===== src/design/bhs_pkg.sv =====
package bhs_pkg;

   // default geometry of the table
   localparam int BUCKETS_DEF = 1024;
   localparam int SLOTS_DEF   = 4;

   // key width and stored entry layout: {valid, key}
   localparam int KEY_W   = 31;
   localparam int ENTRY_W = KEY_W + 1;

   // operation codes; the unused code behaves as a search
   localparam logic [1:0] KIND_SEARCH = 2'd0;
   localparam logic [1:0] KIND_ADD    = 2'd1;
   localparam logic [1:0] KIND_DELETE = 2'd2;

   // request payload
   typedef struct packed {
      logic [1:0]       kind;
      logic [KEY_W-1:0] key;
   } req_type;

   // response payload
   typedef struct packed {
      logic hit;
      logic changed;
      logic full_res;
   } rsp_type;

   // controller states
   typedef enum logic [2:0] {
      ST_CLEAR,
      ST_IDLE,
      ST_MUL1,
      ST_MUL2,
      ST_READ,
      ST_UPDATE
   } state_type;

   // controller to datapath commands
   typedef struct packed {
      logic load;
      logic clear_en;
      logic mul1_en;
      logic mul2_en;
      logic read_en;
      logic update_en;
   } ctl_cmd_type;

   // datapath to controller status
   typedef struct packed {
      logic clear_done;
   } ctl_stat_type;

endpackage


===== src/design/bhs_ctrl.sv =====
module bhs_ctrl #(
   parameter int BUCKETS = bhs_pkg::BUCKETS_DEF
) (
   input  logic                  clock,
   input  logic                  reset,
   input  logic                  start,
   output logic                  busy,
   input  bhs_pkg::ctl_stat_type stat,
   output bhs_pkg::ctl_cmd_type  cmd
);
   import bhs_pkg::*;

   // a power-of-two bucket count needs no reciprocal reduction
   localparam bit POW2 = ((BUCKETS & (BUCKETS - 1)) == 0);

   state_type state_ff;
   state_type state_in;
   logic      accept;

   // state register
   always_ff @(posedge clock) begin
      if (reset) begin
         state_ff <= ST_CLEAR;
      end else begin
         state_ff <= state_in;
      end
   end

   // a new request may enter while the previous row is written back
   assign busy   = !((state_ff == ST_IDLE) || (state_ff == ST_UPDATE));
   assign accept = start && !busy;

   // next state
   always_comb begin
      state_in = state_ff;
      case (state_ff)
         ST_CLEAR: begin
            if (stat.clear_done) begin
               state_in = ST_IDLE;
            end
         end
         ST_IDLE, ST_UPDATE: begin
            if (accept) begin
               state_in = POW2 ? ST_READ : ST_MUL1;
            end else begin
               state_in = ST_IDLE;
            end
         end
         ST_MUL1: begin
            state_in = ST_MUL2;
         end
         ST_MUL2: begin
            state_in = ST_READ;
         end
         ST_READ: begin
            state_in = ST_UPDATE;
         end
         default: begin
            state_in = ST_CLEAR;
         end
      endcase
   end

   // commands
   always_comb begin
      cmd      = '0;
      cmd.load = accept;
      case (state_ff)
         ST_CLEAR:  cmd.clear_en  = 1'b1;
         ST_MUL1:   cmd.mul1_en   = 1'b1;
         ST_MUL2:   cmd.mul2_en   = 1'b1;
         ST_READ:   cmd.read_en   = 1'b1;
         ST_UPDATE: cmd.update_en = 1'b1;
         default:   cmd.load      = accept;
      endcase
   end

endmodule


===== config.mk =====
export PLATFORM = sky130hd
export DESIGN_NAME = bhs_ctrl
export DESIGN_NICKNAME = d
export VERILOG_FILES = /design/src/design/bhs_pkg.sv /design/src/design/bhs_ctrl.sv
export SDC_FILE = /design/constraint.sdc
export NUM_CORES = 1
export LEC_CHECK = 0
export BUFFER_PORTS_ARGS = -buffer_cell sky130_fd_sc_hd__buf_4
export CORE_AREA = 2 2 39 41
export DETAILED_ROUTE_END_ITERATION = 6
export DIE_AREA = 0 0 41 43
export SYNTH_ARGS = -nofsm -noshare
export SYNTH_HDL_FRONTEND = slang
export SYNTH_SLANG_ARGS = --single-unit

===== constraint.sdc =====
create_clock -name clock -period 1.05 [get_ports clock]
set_clock_uncertainty 0.05 [all_clocks]
set_input_delay 0.21 -clock clock [delete_from_list [all_inputs] [get_ports clock]]
set_output_delay 0.21 -clock clock [all_outputs]
set_load 0.01 [all_outputs]

Yosys cells after proc, flatten, opt, wreduce, memory -nomap -nowiden --
Index checks and enable logic that the tools add are counted.
Storage, ports and cells: register bits after elaboration 3, input port bits 4
Operators by class: eq/ne operators 6, mux-type cells 8, reductions and logical operators 5
Operator list (number):
- 3-bit one-hot mux with 5 select lines | 1
- 3-bit by 2-bit == test with 1-bit output, second input constant | 2
- 3-bit == test, second input constant | 2
- 3-bit two-way mux | 2
- 1-bit two-way mux | 5
- 3-bit by 1-bit == test with 1-bit output, second input constant | 1
- 3-bit zero test | 1
- 2-bit != test, second input constant | 1
- 2-bit OR reduction | 1
- 1-bit logical AND | 1
- 1-bit zero test | 1
- 1-bit logical OR | 1

Depth between registers and ports, before layout --
word-level depth 5, mapped depth 4

Worst setup path before layout --
OpenSTA, ideal clock, no wires.
path type register to output, from reg state_ff[1], to out cmd[5] in the netlist's numbering, data arrival time 0.824 ns, setup slack -0.034 ns, stages on the path, launching flop included 5, buffers on the path 2, path through dfxtp_1 > buf_6 > nand2b_1 > nor2_1 > buf_4
Between the ends: word-level cells in the longest chain between the ends 3, elaborated cells between the ends (all ways) 4, classes of those cells eq/ne: 2; reduce/logical: 2
Ends and longest elaborated chain:
- from (decl) | RTL line bhs_ctrl.sv:16 | state_type state_ff;
- from (signal assigned) | RTL line bhs_ctrl.sv:25 | state_ff <= state_in;
- 3-bit by 1-bit == test with 1-bit output / 3-bit == test (equally long branches) | RTL line bhs_ctrl.sv:30 | assign busy = !((state_ff == ST_IDLE) || (state_ff == ST_UPDATE));
- 1-bit logical OR * | RTL line bhs_ctrl.sv:30
- 1-bit logical AND * | RTL line bhs_ctrl.sv:31 | assign accept = start && !busy;
- to (decl) | RTL line bhs_ctrl.sv:9 | output bhs_pkg::ctl_cmd_type cmd
Every way passes the cells marked *; elsewhere a longest branch is shown, timed or not.

==> impl_metrics.csv <==
group,metric,value,unit
run_status,status,"finished, violations left",
run_status,failed_checks,"negative setup slack",
sta,hold_viol_final,0,
synthesis,synth_area_per_cell,8.269,µm²
synthesis,synthTopCellsByArea,"dfxtp_1 (32%), buf_6 (12%), nor3_1 (11%)",
route,wl_per_cell,8.983,µm
final_layout,largest_register_ff_count,3,
sta,finalSetupViolCount,9,
route,wl,521,µm
route,drtPass1Iterations,2,
synthesis,synth-xor-area-share,0,%
synthesis,synth_top_family_by_area,"simple AND/OR/NAND/NOR gates",
worst_setup_path,path_cells,"nand2b_4 > nor2_1 > buf_4",
flow_run,drv_cap,0,
worst_setup_path,required,0.79,ns
global_routing,grt_max_degree,8,
floorplanning,start_util,13.74,%
route,num_vias,220,
final_layout,areaGrowthSynthToFinish,119.7,%
final_layout,layout-drive-gt1-share,80.95,%
sta,finalCritPeriodShare,115.0,%
synthesis,yosys.area_share.simple,40.79,%
place,place_ws,-0.08387,ns
worst_setup_path,cp_top_family,"flip-flops",
sta,worst_slew_pin_slew,0.2297,ns
final_layout,regMostFlops,"state_ff",
place,hpwl,328.3,µm
worst_setup_path,critPathArrivalTime,0.95,ns
synthesis,ys_ff_latch,3,
place,gp_congestion,0.6172,
synthesis,ys_warn_count,0,
worst_setup_path,path_buf_inv,1,
worst_setup_path,startpoint_type,"flip-flop",
final_layout,fillers,149,
clocking,clkTransAtPathRegs,0.04,ns
synthesis,ys_types,14,
synthesis,synth_compound_area_share,7.895,%
worst_setup_path,crit_type,"reg -> out",
route,drt_iter0_drc,3,
synthesis,synth_cells,23,
global_routing,grt_pass1_wl,655,µm
worst_setup_path,critical_path_peak_fanout,6,
pwr,ir_drop,0.3817,mV
pwr,powerDensity,1111,nW/µm²
sta,fin_ws,-0.1575,ns
min_path,min_from,"reset",
global_routing,grt_pass1_vias,170,
sta,grt_setup_unrepaired,"yes",
worst_setup_path,max_stage_delay,0.36,ns
synthesis,synthesis.nets,27,
worst_setup_path,crit_path_end_kind,"output port",
clocking,cts_htree_levels,1,
final_layout,reg_top3,"state_ff: 3 flops",
synthesis,syn_area,190.2,µm²
clocking,hold_buffers,0,
synthesis,yosys.area_share.adder,0,%
floorplanning,die_area,1763,µm²
worst_setup_path,cp-startpoint,"state_ff[1]",
global_routing,grtUsageTotal,6.607,%
sta,hold_ws,0.1924,ns
floorplanning,die_w,41,µm
worst_setup_path,timing.rr.start,"state_ff[1]",
synthesis,synth_top_cell_by_area,"dfxtp_1",
place,place.port_buffers,10,
sta,timing.fmax,828.2,MHz
clocking,clockBufferDepth,2,
sta,slew_headroom,84.56,%
sta,fin_crit,1.207,ns
floorplanning,rows,14,
clocking,clkLatencyLatePin,0.24,ns
synthesis,yosysTopAreaCellShare,31.58,%
floorplanning,die_height,43,µm
route,vias_per_cell,3.793,
global_routing,grt_overflow,0,
final_layout,num-nets-final,47,
synthesis,yosysSeqAreaShare,31.58,%
sta,slew_viol_final,0,
synthesis,synth.area.mux_share,0,%
clocking,cts_tree,"built",
global_routing,antenna_found_initial,0,
floorplanning,pin_count,11,
clocking,cts_root_buf,"clkbuf_4",
route,drc,0,
floorplanning,core_area,1384,µm²
clocking,numCtsBuffers,3,
worst_setup_path,slowest_stage,"dfxtp_4",
clocking,clock-sinks,3,
pwr,power_leakage,0.1965,nW
final_layout,diodes,0,
min_path,hp-class,"in -> reg",
route,ant_nets,0,
[power breakdown]
group          switching [mW]  internal, mW  leakage [nW]  total [mW]
clock                  0.0733         0.143        0.0150       0.217
combinational          0.0439        0.0640         0.155       0.108
sequential             0.0196         0.120        0.0267       0.140
[worst paths after layout]
| kind | slack [ns] | cells after the start | to |
|---|---|---|---|
| max | -0.16 | 3 | cmd[5] |
| min | 0.19 | 3 | state_ff[0] |
| max reg2reg | -0.10 | 5 | state_ff[0] |
| min reg2reg | 0.62 | 3 | state_ff[2] |
[repair_timing]
| item | 4_1_cts | 5_1_grt |
|---|---|---|
| endpoints found under the setup margin | 8 | 9 |
| pin swaps | 2 | 2 |
| resized for setup | 14 | 6 |
| setup buffers | 2 | 2 |
[Yosys cell counts]
master,number
a21o_1,1
and2b_1,1
and3_1,1
buf_4,1
buf_6,2
dfxtp_1,3
inv_1,2
nand2b_1,1
nor2_1,3
nor3_1,4
nor3b_1,1
nor3b_2,1
nor4_1,1
o21a_1,1
[area by class of cell]
type	count	area [µm²]	share of cell area (%)
clock buffers	4	26.28	6.287
well taps	16	20.02	4.790
multi-input cells	15	140.1	33.53
flip-flops and latches	3	71.32	17.07
inverters	2	10.01	2.395
repair buffers	18	150.1	35.93
[through the flow]
step	power, mW	util [%]	cell area [µm²]	instances	setup TNS (ns)
after floorplan	0.1876	-	197.7	23	0
after global placement	0.2263	21.16	292.8	50	-0.1007
after detailed placement	0.2267	21.16	292.8	50	-0.1083
after CTS	0.4623	27.22	376.6	56	-1.101
after global routing	0.5032	30.20	417.9	58	-1.623
final	0.4645	30.20	417.9	58	-1.164
[cell usage in the layout, fill, tap and decap left out]
cell / instances
nor3b_2: 1
nor3b_4: 1
clkbuf_4: 3
inv_4: 1
inv_1: 1
nor3_2: 3
nor2_2: 1
nor2_1: 2
clkbuf_1: 1
and2b_1: 1
a21o_1: 1
buf_4: 14
dfxtp_4: 3
and3_4: 1
nand2b_4: 1
nor3_1: 1
o21a_1: 1
buf_6: 4
nor4_2: 1
[worst reg2reg max path: cells and delay by family (launching register included)]
kind | cells | cell delay [ns]
AO/OA/AOI/OAI | 1 | 0.17
buffers and inverters | 3 | 0.34
flip-flops | 1 | 0.36
AND/OR/NAND/NOR | 1 | 0.16
[routing by layer]
layer	vias to the layer above	GRT usage [%]	part of all wire, %
met3	2	3.141	4.0
met4	0	10.00	2.3
met1	97	4.777	39
met2	7	9.375	54
met5	-	0	0
li1	114	-	-
[kinds of logic (layout without fill, tap and decap cells)]
group                  after synthesis  after routing
buffers and inverters                5             24
AND/OR/NAND/NOR                     13             13
AO/OA/AOI/OAI                        2              2
flip-flops                           3              3
Power figures use the tool's default switching activity.
